==> src/hw/rtl/bale_pkg.sv <==
`timescale 1ns / 1ps

package bale_pkg;

    // Fixed field widths of the request and result transactions
    localparam int KIND_W   = 4;
    localparam int LOC_W    = 6;
    localparam int VAL_W    = 32;
    localparam int STATUS_W = 3;
    localparam int CAP_W    = 7;
    localparam int COUNT_W  = 7;

    localparam logic [CAP_W-1:0] CAP_RESET = 7'd64;

    // Request kinds
    localparam logic [KIND_W-1:0] KIND_INSERT_AT     = 4'd0;
    localparam logic [KIND_W-1:0] KIND_APPEND        = 4'd1;
    localparam logic [KIND_W-1:0] KIND_REMOVE_AT     = 4'd2;
    localparam logic [KIND_W-1:0] KIND_READ          = 4'd3;
    localparam logic [KIND_W-1:0] KIND_OVERWRITE     = 4'd4;
    localparam logic [KIND_W-1:0] KIND_CLEAR         = 4'd5;
    localparam logic [KIND_W-1:0] KIND_SEARCH        = 4'd6;
    localparam logic [KIND_W-1:0] KIND_INSERT_UNIQUE = 4'd7;
    localparam logic [KIND_W-1:0] KIND_REMOVE_VALUE  = 4'd8;
    localparam logic [KIND_W-1:0] KIND_COMPARE_AT    = 4'd9;

    // Result status codes
    localparam logic [STATUS_W-1:0] STAT_OK       = 3'd0;
    localparam logic [STATUS_W-1:0] STAT_RANGE    = 3'd1;
    localparam logic [STATUS_W-1:0] STAT_FULL     = 3'd2;
    localparam logic [STATUS_W-1:0] STAT_EMPTY    = 3'd3;
    localparam logic [STATUS_W-1:0] STAT_DUP      = 3'd4;
    localparam logic [STATUS_W-1:0] STAT_NOTFOUND = 3'd5;

    // Cell operations
    typedef logic [1:0] cell_op_t;
    localparam cell_op_t CELL_HOLD       = 2'd0;
    localparam cell_op_t CELL_WRITE      = 2'd1;
    localparam cell_op_t CELL_SHIFT_UP   = 2'd2;
    localparam cell_op_t CELL_SHIFT_DOWN = 2'd3;

    // Broadcast control to the row of cells
    typedef struct packed {
        cell_op_t op;
        logic     cmp_en;
    } cell_ctrl_t;

endpackage

==> src/hw/rtl/bale_cell.sv <==
`timescale 1ns / 1ps

module bale_cell #(
    parameter int IDX         = 0,
    parameter int POS_W       = 7,
    parameter int VALUE_WIDTH = 32
) (
    input  logic                   aclk,
    input  bale_pkg::cell_ctrl_t   ctrl,
    input  logic [POS_W-1:0]       pos,
    input  logic [POS_W-1:0]       count,
    input  logic [VALUE_WIDTH-1:0] key,
    input  logic [VALUE_WIDTH-1:0] left_data,
    input  logic [VALUE_WIDTH-1:0] right_data,
    output logic [VALUE_WIDTH-1:0] data_q,
    output logic [VALUE_WIDTH-1:0] sel_data,
    output logic                   match_q
);

    localparam logic [POS_W-1:0] MY_IDX = POS_W'(IDX);

    logic [VALUE_WIDTH-1:0] data_reg;
    logic [VALUE_WIDTH-1:0] data_next;
    logic                   match_reg;
    logic                   at_pos;
    logic                   above_pos;

    assign at_pos    = (MY_IDX == pos);
    assign above_pos = (MY_IDX > pos);

    // Entry update: hold, write in place, or take a neighbour's entry
    always_comb begin
        data_next = data_reg;
        case (ctrl.op)
            bale_pkg::CELL_WRITE: begin
                if (at_pos) data_next = key;
            end
            bale_pkg::CELL_SHIFT_UP: begin
                if (above_pos) data_next = left_data;
                else if (at_pos) data_next = key;
            end
            bale_pkg::CELL_SHIFT_DOWN: begin
                if (above_pos || at_pos) data_next = right_data;
            end
            default: begin
                data_next = data_reg;
            end
        endcase
    end

    always_ff @(posedge aclk) begin
        data_reg <= data_next;
        // Equality against the key, only for occupied slots
        if (ctrl.cmp_en) match_reg <= (data_reg == key) && (MY_IDX < count);
    end

    assign data_q   = data_reg;
    assign match_q  = match_reg;
    assign sel_data = at_pos ? data_reg : '0;

endmodule

==> config.mk <==
export PLATFORM = sky130hd
export DESIGN_NAME = bale_cell
export DESIGN_NICKNAME = d
export VERILOG_FILES = /design/src/hw/rtl/bale_pkg.sv /design/src/hw/rtl/bale_cell.sv
export SDC_FILE = /design/constraint.sdc
export NUM_CORES = 1
export LEC_CHECK = 0
export ABC_AREA = 0
export CAP_MARGIN = 40
export CORE_ASPECT_RATIO = 0.6
export CORE_MARGIN = 4
export CORE_UTILIZATION = 67
export CTS_BUF_LIST = sky130_fd_sc_hd__clkbuf_4 sky130_fd_sc_hd__clkbuf_8 sky130_fd_sc_hd__clkbuf_16
export DETAILED_ROUTE_END_ITERATION = 12
export DONT_BUFFER_PORTS = 1
export GPL_TIMING_DRIVEN = 0
export HOLD_SLACK_MARGIN = 0.06
export PLACE_DENSITY = 0.83
export SLEW_MARGIN = 20
export SYNTH_ARGS = -nofsm -noshare
export SYNTH_HDL_FRONTEND = slang
export SYNTH_SLANG_ARGS = --single-unit
export TNS_END_PERCENT = 5
==> constraint.sdc <==
create_clock -name aclk -period 7.9 [get_ports aclk]
set_input_delay 1.58 -clock aclk [delete_from_list [all_inputs] [get_ports aclk]]
set_output_delay 1.58 -clock aclk [all_outputs]
set_load 0.02 [all_outputs]
After elaboration in Yosys (flattened, before gate mapping)
Index checks and enable logic that the tools add are counted.
{"block": "op_classes", "n_reduce_logical": 5, "magnitude_cmp": 2, "n_mux": 5, "n_eq_ne": 5}
{"cell": "32-bit 2-to-1 mux", "count": 4}
{"cell": "32-bit one-hot mux with 3 select lines", "count": 1}
{"cell": "32-bit == test", "count": 1}
{"cell": "1-bit by 7-bit greater-than comparator with 1-bit output (first input constant)", "count": 1}
{"cell": "7-bit logical NOT", "count": 1}
{"cell": "1-bit by 7-bit < comparator with 1-bit output (first input constant)", "count": 1}
{"cell": "2-bit == test (second input constant)", "count": 2}
{"cell": "3-bit nonzero test", "count": 1}
{"cell": "2-bit by 1-bit == test with 1-bit output (second input constant)", "count": 1}
{"cell": "2-bit != test (second input constant)", "count": 1}
{"cell": "2-bit AND reduction", "count": 1}
{"cell": "1-bit logical AND", "count": 1}
{"cell": "1-bit logical OR", "count": 1}
{"block": "word_totals", "ff_bits": 33, "elab_cells": 19, "out_inout_bits": 65, "inputBits": 114}

Longest topological paths before layout
{"block": "depth", "depth_word": 4, "depth_mapped": 6, "ltp_nobuf": 4}

Worst setup path before layout
No wires, ideal clock.
{"block": "synth_path", "path_kind": "input to output", "from": "input pos[5]", "to": "output sel_data[22]", "arrival_ns": 2.927, "stages": 5, "setup_slack_ns": 3.393, "cell_sequence": "or4_4 -> nor4_4 -> buf_6 -> clkbuf_1 -> and2_1"}
{"block": "synth_via", "elab_chain_cells": 2}
{"element": "from (decl)", "line_no": "bale_cell.sv:10", "text": "input logic [POS_W-1:0] pos,"}
{"element": "7-bit logical NOT", "line_no": "bale_cell.sv:28", "text": "assign at_pos = (MY_IDX == pos);"}
{"element": "32-bit 2-to-1 mux", "line_no": "bale_cell.sv:59", "text": "assign sel_data = at_pos ? data_reg : '0;"}
{"element": "to (decl)", "line_no": "bale_cell.sv:16", "text": "output logic [VALUE_WIDTH-1:0] sel_data,"}
No other way between the ends.

Final worst setup path
{"block": "layout_path", "from": "input pos[5]", "to": "output sel_data[7]"}
The elaborated chain is that of the path after synthesis.

==> results.cfg <==
[floorplanning]
core_region_area_um2 = 3280
die_h_um = 53.5
rows = 16
die_x_um = 83.8
die-area_um2 = 4480
start_util = 0.703
io_pins = 179

[clocking]
cts_tree = built
cts_made_buffers = 5
cts.clk_slew.worst_paths_ns = 0.07
cts_resized = 0
postCtsSetupBuffers = 0
ctsLongestPathBuffers = 2
htreeDepth = 2
clk_latency_ns = 0.28
cts_hold_buf = 0
cts_sinks = 33
ctsRootBufferMaster = clkbuf_8

[synth]
synth-edff-count = 33
yosys.area.top_type = edfxtp_1
syn_area_per_cell_um2 = 10.1
ys_types = 20
ys_seq_elements = 33
synth_nets = 344
synth_area_leaders = edfxtp_1, mux2i_1, xor2_1
synth-seq-area-share = 0.429
async_flop_share = 0
yosysWarningCount = 0
synth_cells = 228
synth_flop_cell = edfxtp_1
synth_top_cell_area_share = 0.429
syn_area_um2 = 2310
synth_common_cells = edfxtp_1, nand2_1, o21ai_1, and2_1, mux2i_1

[critical_path]
cp_max_fo = 10
critPathMaxStageDelay_ns = 0.52
path_buf_inv = 2
start_kind = input port
cp_top_family = simple AND/OR/NAND/NOR gates
path_cells = or4_4 -> nor4_4 -> buf_6 -> clkbuf_1 -> and2_1
cp.arrival_ns = 3.25
required_ns = 6.32
crit_path_start = pos[5]
end_kind = output port
slowest_stage = or4_4
critPathKind = in2out
rr_startpoint = data_q[6]$_DFFE_PP_

[timing]
max_freq_mhz = 207
tightest_slew_ns = 0.506
setup_viol_count_final = 0
min_period_over_period = 0.612
slew_headroom = 0.663
rsz0062_at_grt = no
fin_skew_ns = 0.00419
slew_violations = 0
hold_viol_final = 0
setup_tns_ns = 0
min_period_ns = 4.83

[global_routing]
grt_pass1_wl_mm = 9.23
grt_start_max_net_pins = 23
overflow = 0
grt_pass1_vias = 1809
grt.total_usage = 0.276
antenna_found_initial = 0

[power]
p_leak_uw = 0.000813
total_power_uw = 447
power.density_nw_per_um2 = 180
vdd_drop_max_mv = 0.130

[routing]
vias = 1778
drcViolationCount = 0
drt-initial-drc-count = 143
ant_nets = 0
drt-total-wl_mm = 6.37
viasPerCell = 6.33
routedWlPerCell_um = 22.7
drtPass1Iterations = 4

[outcome]
outcome = finished, final reports clean

[placed_design]
gp_congestion = 0.802
dpl.hpwl_mm = 4.94
port_buffers = 0

[worst_hold_path]
worstHoldPathType = reg2reg
worstHoldStart = data_q[19]$_DFFE_PP_

[layout]
layout-drive-gt1-share = 0.0593
fin_util = 0.756
layout.nets = 352
antenna_cells = 0
area_growth_pct = 7.59

[job]
maxCapViolCount = 0
-- logic make-up (layout without fill, tap and decap cells) --
| logic type | after synthesis | in the layout | share of synthesized area |
|---|---|---|---|
| muxes | 32 | 32 | 0.139 |
| DFF | 33 | 33 | 0.429 |
| and+or+nand+nor | 80 | 80 | 0.189 |
| buffers and inverters | 15 | 23 | 0.0358 |
| adders and majority gates | 2 | 2 | 0.0108 |
| xor gates and xnor gates | 32 | 32 | 0.121 |
| AOI/OAI and AO/OA | 34 | 34 | 0.0753 |
-- routing by layer --
metal | track usage | wire length, um | up-vias
li1 | - | - | 820
met1 | 0.334 | 2460 | 847
met2 | 0.471 | 3140 | 109
met3 | 0.0949 | 758 | 2
met4 | 0.0909 | 23 | 0
met5 | 0 | 0 | -
-- path summary, 6_finish.rpt --
check / endpoint / slack (ns) / cells after the start
hold reg to reg: data_q[19]$_DFFE_PP_ / 0.85 / 2
hold / removal: data_q[19]$_DFFE_PP_ / 0.85 / 2
setup reg to reg: match_q$_DFFE_PP_ / 5.87 / 4
setup / recovery: sel_data[7] / 3.07 / 5
-- placed cells by master (no fill, tap or decap), drive strengths merged --
master and count:
xor2 28, nor3 1, nor4 9, nand4 2, inv 1, clkinv 1
mux2i 32, buf 5, o21ai 33, nand2 33, or4 1, a2111oi 1
xnor2 4, nor2b 1, nand3 1, clkbuf 16, edfxtp 33, and2 32
ha 2
-- report_power, final --
group	switching [uW]	internal [uW]	total, uW	leakage, uW
sequential	40.8	218	259	0.000319
clock	58.6	62.8	121	0.0000421
combinational	37.7	29.3	67.1	0.000452
-- tightest hold or removal path, delay by kind of cell (launching register included) --
family | cells | cell delay (ns)
muxes | 1 | 0.11
DFF | 1 | 0.51
AOI/OAI and AO/OA | 1 | 0.11
-- through the flow --
stage          instance area [um^2]  hold slack, ns  std cells  setup WS [ns]
2_1_floorplan                  2310           0.789        228           3.39
3_3_place_gp                   2360           0.820        273           3.08
3_5_place_dp                   2400           0.837        274           3.07
4_1_cts                        2480           0.851        281           3.07
5_1_grt                        2480           0.876        281           2.98
6_report                       2480           0.851        281           3.07
-- layout make-up --
cell class	instances	area (um^2)
multi-input combinational	180	1250
sequential	33	991
fill	227	800
buffer	14	78.8
clock buffer	6	76.3
tap	45	56.3
timing repair buffer	1	27.5
clock inverter	1	3.75
inverter	1	3.75
-- flip-flops by register name, summed over array words and instances (netlist names) --
name,cells
data_q,32
match_q,1
(Power assumes the default switching activity.)
