**src/hw/rtl/bale_find.sv**
```systemverilog
`timescale 1ns / 1ps

module bale_find #(
    parameter int DEPTH = 64,
    parameter int POS_W = 7
) (
    input  logic             aclk,
    input  logic [DEPTH-1:0] match_vec,
    output logic [POS_W-1:0] found_idx,
    output logic             hit
);

    logic [DEPTH-1:0] lowest;
    logic [POS_W-1:0] idx_next;
    logic [POS_W-1:0] idx_reg;
    logic             hit_reg;

    // Isolate the lowest set match bit
    assign lowest = match_vec & (~match_vec + DEPTH'(1));

    // One-hot to binary
    always_comb begin
        idx_next = '0;
        for (int i = 0; i < DEPTH; i++) begin
            if (lowest[i]) idx_next = idx_next | POS_W'(i);
        end
    end

    always_ff @(posedge aclk) begin
        idx_reg <= idx_next;
        hit_reg <= |match_vec;
    end

    assign found_idx = idx_reg;
    assign hit       = hit_reg;

endmodule
```
**config.mk**
```make
export PLATFORM = sky130hd
export DESIGN_NAME = bale_find
export DESIGN_NICKNAME = d
export VERILOG_FILES = /design/src/hw/rtl/bale_find.sv
export SDC_FILE = /design/constraint.sdc
export NUM_CORES = 1
export LEC_CHECK = 0
export BUFFER_PORTS_ARGS = -buffer_cell sky130_fd_sc_hd__buf_2
export CAP_MARGIN = 20
export CORE_MARGIN = 2
export CORE_UTILIZATION = 43
export DETAILED_ROUTE_END_ITERATION = 12
export GPL_ROUTABILITY_DRIVEN = 0
export PLACE_DENSITY = 0.87
export SYNTH_ARGS = -nofsm -noshare
export SYNTH_HDL_FRONTEND = slang
export SYNTH_SLANG_ARGS = --single-unit
```
**constraint.sdc**
```tcl
create_clock -name aclk -period 2.73 [get_ports aclk]
set_input_delay 0.546 -clock aclk [delete_from_list [all_inputs] [get_ports aclk]]
set_output_delay 0.546 -clock aclk [all_outputs]
set_load 0.05 [all_outputs]
```
# Word level (Yosys, flattened, before mapping)
# Cells that the tools add are included.
# W data, S select, Z words.
[word_totals]
regBits = 8
[classes]
add_sub_neg = 1
muxes = 62
bitwise = 2
n_reduce_logical = 6
[op_table]
columns = ["cell", "n"]
rows = [
  ["$mux W6", 31],
  ["$mux W5", 16],
  ["$add A64 B1 Y64 const B", 1],
  ["$and A64 B64 Y64", 1],
  ["$not A64 Y64", 1],
  ["$reduce_or A64 Y1", 1],
  ["$mux W4", 8],
  ["$reduce_or A32 Y1", 1],
  ["$reduce_or A16 Y1", 1],
  ["$mux W3", 4],
  ["$reduce_or A8 Y1", 1],
  ["$mux W2", 2],
  ["$reduce_or A4 Y1", 1],
  ["$reduce_or A2 Y1", 1],
  ["$mux W1", 1],
]

# Longest topological paths before layout
# Gate-level depths: netlist of run 1.
[depth]
depth_word = 65
depth_mapped = 8
depth_no_buf = 6

# Worst setup path after synthesis of run 1
# OpenSTA, ideal clock, no wires.
[synth_timing]
path_kind = "input to register"
startpoint = "in match_vec[7]"
endpoint = "reg idx_reg[1], in the netlist found_idx[1]"
arrival_time_ns = 2.766
required_ns = 2.672
slack_ns = -0.094
path_stages = 7
cell_sequence = "or4_1 > or4_4 > or4_4 > buf_6 > o221a_1 > nand3b_1 > or4_1"
[synth_between]
elab_chain_len = 58
word_cells_on_any_way = 59
cone_classes = "add/sub (1); mux (55); bitwise (2); reduce/logical (1)"
[synth_rtl]
columns = ["item", "line_no", "rtl"]
rows = [
  ["start, declared", "8", "input logic [DEPTH-1:0] match_vec,"],
  ["$not A64 Y64", "19", "assign lowest = match_vec & (~match_vec + DEPTH'(1));"],
  ["$add A64 B1 Y64", "19", ""],
  ["$and A64 B64 Y64 *", "19", ""],
  ["$mux W3", "25", "if (lowest[i]) idx_next = idx_next | POS_W'(i);"],
  ["$mux W4 (8 in series)", "25", ""],
  ["$mux W5 (16 in series)", "25", ""],
  ["$mux W6 (30 in series)", "25", ""],
  ["end signal, assigned", "30", "idx_reg <= idx_next;"],
  ["end, declared", "15", "logic [POS_W-1:0] idx_reg;"],
]
# Mark *: on every way between the ends. The rest lies on a longest branch, timed or not.
# A chain may end at the register's enable or synchronous reset.

# Final worst setup path of run 1
[layout_timing]
startpoint = "in match_vec[7]"
endpoint = "reg idx_reg[0], in the netlist found_idx[0]"
[layout_between]
elab_chain_len = 59
[layout_rtl]
columns = ["item", "line_no"]
rows = [
  ["$not A64 Y64", "19"],
  ["$add A64 B1 Y64", "19"],
  ["$and A64 B64 Y64 *", "19"],
  ["$mux W3", "25"],
  ["$mux W4 (8 in series)", "25"],
  ["$mux W5 (16 in series)", "25"],
  ["$mux W6 (31 in series)", "25"],
]
# Marks and branches as above.

==> impl_metrics.json, run 1 <==
{
  "yosysWarnings": 0,
  "core_area_sq_um": 3610,
  "cts_resized": 0,
  "dp_hpwl_mm": 4.74,
  "grt_use_total": 0.273,
  "cts.sinks": 7,
  "maxSlewViolCount": 0,
  "p_clk_frac": 0.332,
  "cp_max_fo": 7,
  "port_buffers": 71,
  "syn_area_sq_um": 1600,
  "grt_overflow_total": 0,
  "nets": 395,
  "fp.dieArea_sq_um": 4230,
  "rsz0062_at_grt": "no",
  "cp.required_ns": 2.90,
  "hold_violations": 0,
  "die_y_microns": 65.0,
  "pin_count": 73,
  "cts_buffer_depth": 2,
  "via_per_inst": 6.49,
  "synth_nets": 302,
  "synth_commonest_cells": "nor3_1 (22), nor2_1 (21), nor4_1 (14)",
  "post-route-drc-count": 0,
  "final_cells": 377,
  "combPwrFrac": 0.429,
  "p_leak_uw": 0.000887,
  "start_kind": "input port",
  "p_sw_uw": 154,
  "die_w_microns": 65.0,
  "synth_cells": 237,
  "seqPwrFrac": 0.240,
  "status": "finished, final reports clean",
  "syn_avg_cell_area_sq_um": 6.75,
  "cts-root-buf": "clkbuf_8",
  "grt_pass1_wl_mm": 9.38,
  "async_flop_share": 0,
  "rows": 22,
  "total_power_uw": 441,
  "grt_pass1_vias": 2246,
  "critPathKind": "in2reg",
  "peakVddDrop_uv": 107,
  "fmax_mhz": 367,
  "antenna_found_initial": 0,
  "max_cap_viol_count": 0,
  "dr.pass1.iters": 5,
  "start_util": 0.444,
  "crit_arrival_ns": 2.89,
  "grt_start_max_net_pins": 10,
  "drt-initial-drc-count": 164,
  "cts_tree": "done",
  "synth-edff-count": 0,
  "ant_nets": 0,
  "area_growth_pct": 38.2,
  "min_period_over_period": 0.998,
  "relSlewSlack": 0.522,
  "synth-main-ff-cell": "dfxtp_1",
  "postCtsHoldBufs": 0,
  "layout-drive-gt1-share": 0.350,
  "power-per-cell-area_nw_per_um2": 199,
  "synth_cell_types": 65,
  "synth_area_leader_cell": "dfxtp_1",
  "routedWlPerCell_microns": 15.0,
  "synth.most_common_cell": "nor3_1",
  "final.min_clock_period_ns": 2.73,
  "n_antenna_cell": 0,
  "clk_pin_slew_ns": 0.04,
  "largest_register_ffs": 6,
  "synth_seq_cells": 7,
  "cts_buffers": 3,
  "dr_total_vias": 2447,
  "dp.cells": 373,
  "drt-total-wl_mm": 5.67,
  "synth_top_area_share": 0.0876,
  "hp-class": "in2reg",
  "htree_levels": 1,
  "end_kind": "flop",
  "sw_frac_of_total": 0.349,
  "worst_slew_pin_slew_ns": 0.699,
  "utilization": 0.613,
  "setup-violations-final": 0,
  "synth_area_leaders": "dfxtp_1 (8.8%), nor3_1 (6.9%), nor4_1 (5.5%)",
  "p_int_uw": 287,
  "cts_setup_buffers": 0,
  "synth-seq-area-share": 0.0876
}
area by class of cell:
class | instances | area (sq um)
tap | 48 | 60.1
multi-input combinational | 212 | 1390
clock buffer | 4 | 45.0
fill | 330 | 1400
inverter | 10 | 37.5
sequential | 7 | 140
timing repair buffer | 96 | 543
worst max-delay path, stage by stage:
cell and delay [ns]:
buf_2 0.10, or4_4 0.56, or4_4 0.56, or4_4 0.51, nor3_1 0.31, or3b_1 0.17
or3_1 0.12
cell usage in the layout, fill, tap and decap left out, drive strengths merged, types with 3 or more instances in the layout:
cell / synthesis / routed
a21oi: 9 / 9
a31oi: 4 / 4
and3: 3 / 3
buf: 2 / 96
clkbuf: 6 / 4
dfxtp: 7 / 7
inv: 10 / 10
nand2: 13 / 13
nand2b: 4 / 4
nand3: 11 / 11
nand3b: 4 / 4
nand4: 11 / 11
nand4b: 4 / 4
nor2: 22 / 22
nor2b: 7 / 7
nor3: 22 / 22
nor3b: 4 / 4
nor4: 15 / 15
nor4b: 5 / 5
o21ai: 4 / 4
o221ai: 3 / 3
o22ai: 6 / 6
o31ai: 3 / 3
or2: 3 / 3
or3: 5 / 5
or4: 14 / 14
layer usage:
metal | GRT usage | vias to the layer above | part of all wire
met3 | 0.0521 | 28 | 0.11
met4 | 0.117 | 0 | 0.034
met5 | 0 | - | 0
met2 | 0.443 | 171 | 0.45
li1 | - | 1162 | -
met1 | 0.350 | 1086 | 0.41
worst paths after layout:
path  slack, ns  depth (start not counted)     startpoint            to
max       0.004                          7   match_vec[7]  found_idx[0]
min        0.54                          3  match_vec[63]           hit
power by group through the flow:
stage / clock, uW / combinational (uW) / sequential, uW
floorplan: 0 / 68.9 / 116
global placement: 0 / 180 / 107
detailed placement: 0 / 184 / 107
CTS: 151 / 186 / 106
global route: 158 / 207 / 106
finish: 146 / 189 / 106
kinds of logic after synthesis:
kind of cell    synth area share
simple gates               0.579
compound gates             0.282
other cells              0.00234
buf+inv                   0.0493
flops                     0.0876
through the flow:
| step | area [sq um] | hold WS [ns] | TNS, ns | worst slack, ns |
|---|---|---|---|---|
| detailed placement | 2170 | 0.769 | -0.588 | -0.151 |
| global route | 2210 | 0.546 | 0 | 0.0115 |
| finish | 2210 | 0.535 | 0 | 0.00410 |
| global placement | 2170 | 0.761 | -0.214 | -0.0534 |
| CTS | 2210 | 0.531 | 0 | 0.0794 |
| floorplan | 1600 | 0.655 | 0 | 0.0559 |
(Power assumes the default switching activity.)
==> run 2, diff against run 1 <==
--- a/config.mk
+++ b/config.mk
@@ -5,13 +5,14 @@
 export SDC_FILE = /design/constraint.sdc
 export NUM_CORES = 1
 export LEC_CHECK = 0
+export ABC_AREA = 1
 export BUFFER_PORTS_ARGS = -buffer_cell sky130_fd_sc_hd__buf_2
 export CAP_MARGIN = 20
 export CORE_MARGIN = 2
-export CORE_UTILIZATION = 43
+export CORE_UTILIZATION = 51
 export DETAILED_ROUTE_END_ITERATION = 12
 export GPL_ROUTABILITY_DRIVEN = 0
-export PLACE_DENSITY = 0.87
+export PLACE_DENSITY = 0.9
 export SYNTH_ARGS = -nofsm -noshare
 export SYNTH_HDL_FRONTEND = slang
 export SYNTH_SLANG_ARGS = --single-unit
==> run 2 against run 1 <==
Die area up 54%; setup slack better by 0.69 ns; first-iteration DRC count rose to 7.6 times the previous value; maximum frequency up 34%; synthesized area up 88%; critical path type unchanged; largest power group unchanged; highest routed layer unchanged.
==> impl_metrics.json, run 2 <==
{
  "htree_levels": 1,
  "final_cells": 826,
  "synth.most_common_cell": "nand2_1",
  "cp_cell_sequence": "buf_2 > nor2_1 > nand2_1 > nor2_1 > nand2_1 > nor2_8 > nand3_2 > nand2_1 > nor2_1 > nand2_1 > nor2_1 > nand2_1",
  "synth-xor-area-share": 0,
  "p_leak_uw": 0.00188,
  "grt_overflow_total": 0,
  "total_power_uw": 483,
  "slowest_delay_ns": 0.28,
  "fillers": 548,
  "cts_setup_buffers": 0,
  "synth_commonest_cells": "nand2_1 (240), nor2_1 (227), nand3_1 (77)",
  "die_y_microns": 80.8,
  "grt_use_total": 0.415,
  "post-route-drc-count": 0,
  "maxSlewViolCount": 0,
  "synth_compound_area_frac": 0.0116,
  "synth_nets": 745,
  "grt_pass1_wl_mm": 21.3,
  "final_cell_mix": "nand2_1 (240), nor2_1 (227), nand3_1 (77)",
  "clk_pin_slew_ns": 0.04,
  "cts-root-buf": "clkbuf_8",
  "final.setup.tns_ns": 0,
  "dp.cells": 822,
  "syn_area_sq_um": 3010,
  "drt-total-wl_mm": 13.3,
  "synth-main-ff-cell": "dfxtp_1",
  "power-per-cell-area_nw_per_um2": 138,
  "drt-initial-drc-count": 1241,
  "ant_nets": 0,
  "routedWlPerCell_microns": 16.0,
  "min_period_over_period": 0.747,
  "met1_length_mm": 4.36,
  "layout-drive-gt1-share": 0.134,
  "yosysWarnings": 0,
  "hp-class": "in2reg",
  "end_kind": "flop",
  "top_layer": "met4",
  "final_cell_area_sq_um": 3490,
  "utilization": 0.622,
  "synthMuxAreaShare": 0,
  "synth-edff-count": 0,
  "dr_total_vias": 5117,
  "dp_hpwl_mm": 10.9,
  "crit_arrival_ns": 2.22,
  "port_buffers": 71,
  "n_antenna_cell": 0,
  "final_common_cell": "nand2_1",
  "fp.dieArea_sq_um": 6530,
  "rows": 27,
  "cts.sinks": 7,
  "synth_cells": 680,
  "cts_tree": "done",
  "synth_adder_area_share": 0,
  "fmax_mhz": 490,
  "cp.required_ns": 2.91,
  "cp_max_fo": 8,
  "syn_avg_cell_area_sq_um": 4.42,
  "critPathKind": "in2reg",
  "core_area_sq_um": 5610,
  "dr.pass1.iters": 13,
  "largest_register_ffs": 6,
  "cts_buffers": 3,
  "status": "finished, final reports clean",
  "cts_buffer_depth": 2,
  "nets": 820,
  "synth_area_leader_cell": "nand2_1",
  "peakVddDrop_uv": 184,
  "cpMostUsedCell": "nand2_1",
  "die_w_microns": 80.8,
  "max_cap_viol_count": 0,
  "synth-seq-area-share": 0.0466,
  "rsz0062_at_grt": "no",
  "synth_cell_types": 23,
  "met3_length_mm": 2.51,
  "synth_top_family_by_area": "simple AND/OR/NAND/NOR gates",
  "pin_count": 73,
  "slowest_stage": "nor2_1",
  "via_per_inst": 6.19,
  "postCtsHoldBufs": 0,
  "grt_start_max_net_pins": 9,
  "start_util": 0.536,
  "grt_pass1_vias": 4726,
  "setup-violations-final": 0,
  "synth-simple-area-share": 0.857,
  "hold_violations": 0,
  "path_buf_inv": 1,
  "async_flop_share": 0,
  "cts_resized": 0,
  "final.min_clock_period_ns": 2.04,
  "place_area_sq_um": 3450,
  "start_kind": "input port",
  "antenna_found_initial": 0,
  "synth_seq_cells": 7,
  "synth_top_area_share": 0.300,
  "area_growth_pct": 16.1,
  "path_delay_family": "simple AND/OR/NAND/NOR gates",
  "wl_met2_mm": 5.20,
  "synth_area_leaders": "nand2_1 (30%), nor2_1 (28%), nand3_1 (13%)"
}
[run 2: routing by layer]
metal,vias up,track usage
li1,2271,-
met1,2106,0.507
met2,570,0.618
met3,170,0.156
met4,0,0.251
met5,-,0
[run 2: power by group]
group | internal [uW] | switching (uW) | total, uW
Combinational | 63.2 | 157 | 220
Clock | 102 | 54.7 | 157
Sequential | 105 | 1.28 | 106
[run 2: kinds of logic after synthesis]
kind of cell / Yosys count
compound gates: 6
buf+inv: 66
flops: 7
other cells: 1
simple gates: 600
[run 2: cell type report]
type	count	area (sq um)	share of cell area
repair buffers	71	355	0.102
inverters	65	244	0.0699
well taps	72	90.1	0.0258
clock buffers	4	45.0	0.0129
multi-input cells	607	2620	0.749
flip-flops and latches	7	140	0.0401
[run 2: path summary, 6_finish.rpt]
path / slack [ns] / to / cells past startpoint / startpoint
worst max-delay path: 0.69 / found_idx[5] / 12 / match_vec[29]
worst min-delay path: 0.60 / hit / 3 / match_vec[63]
[run 2: metrics by stage]
| step | worst slack, ns | hold slack, ns |
|---|---|---|
| 4_1_cts | 0.881 | 0.592 |
| 6_report | 0.690 | 0.604 |
| 3_3_place_gp | 0.666 | 0.826 |
| 2_1_floorplan | 1.12 | 0.657 |
| 3_5_place_dp | 0.646 | 0.827 |
| 5_1_grt | 0.617 | 0.615 |
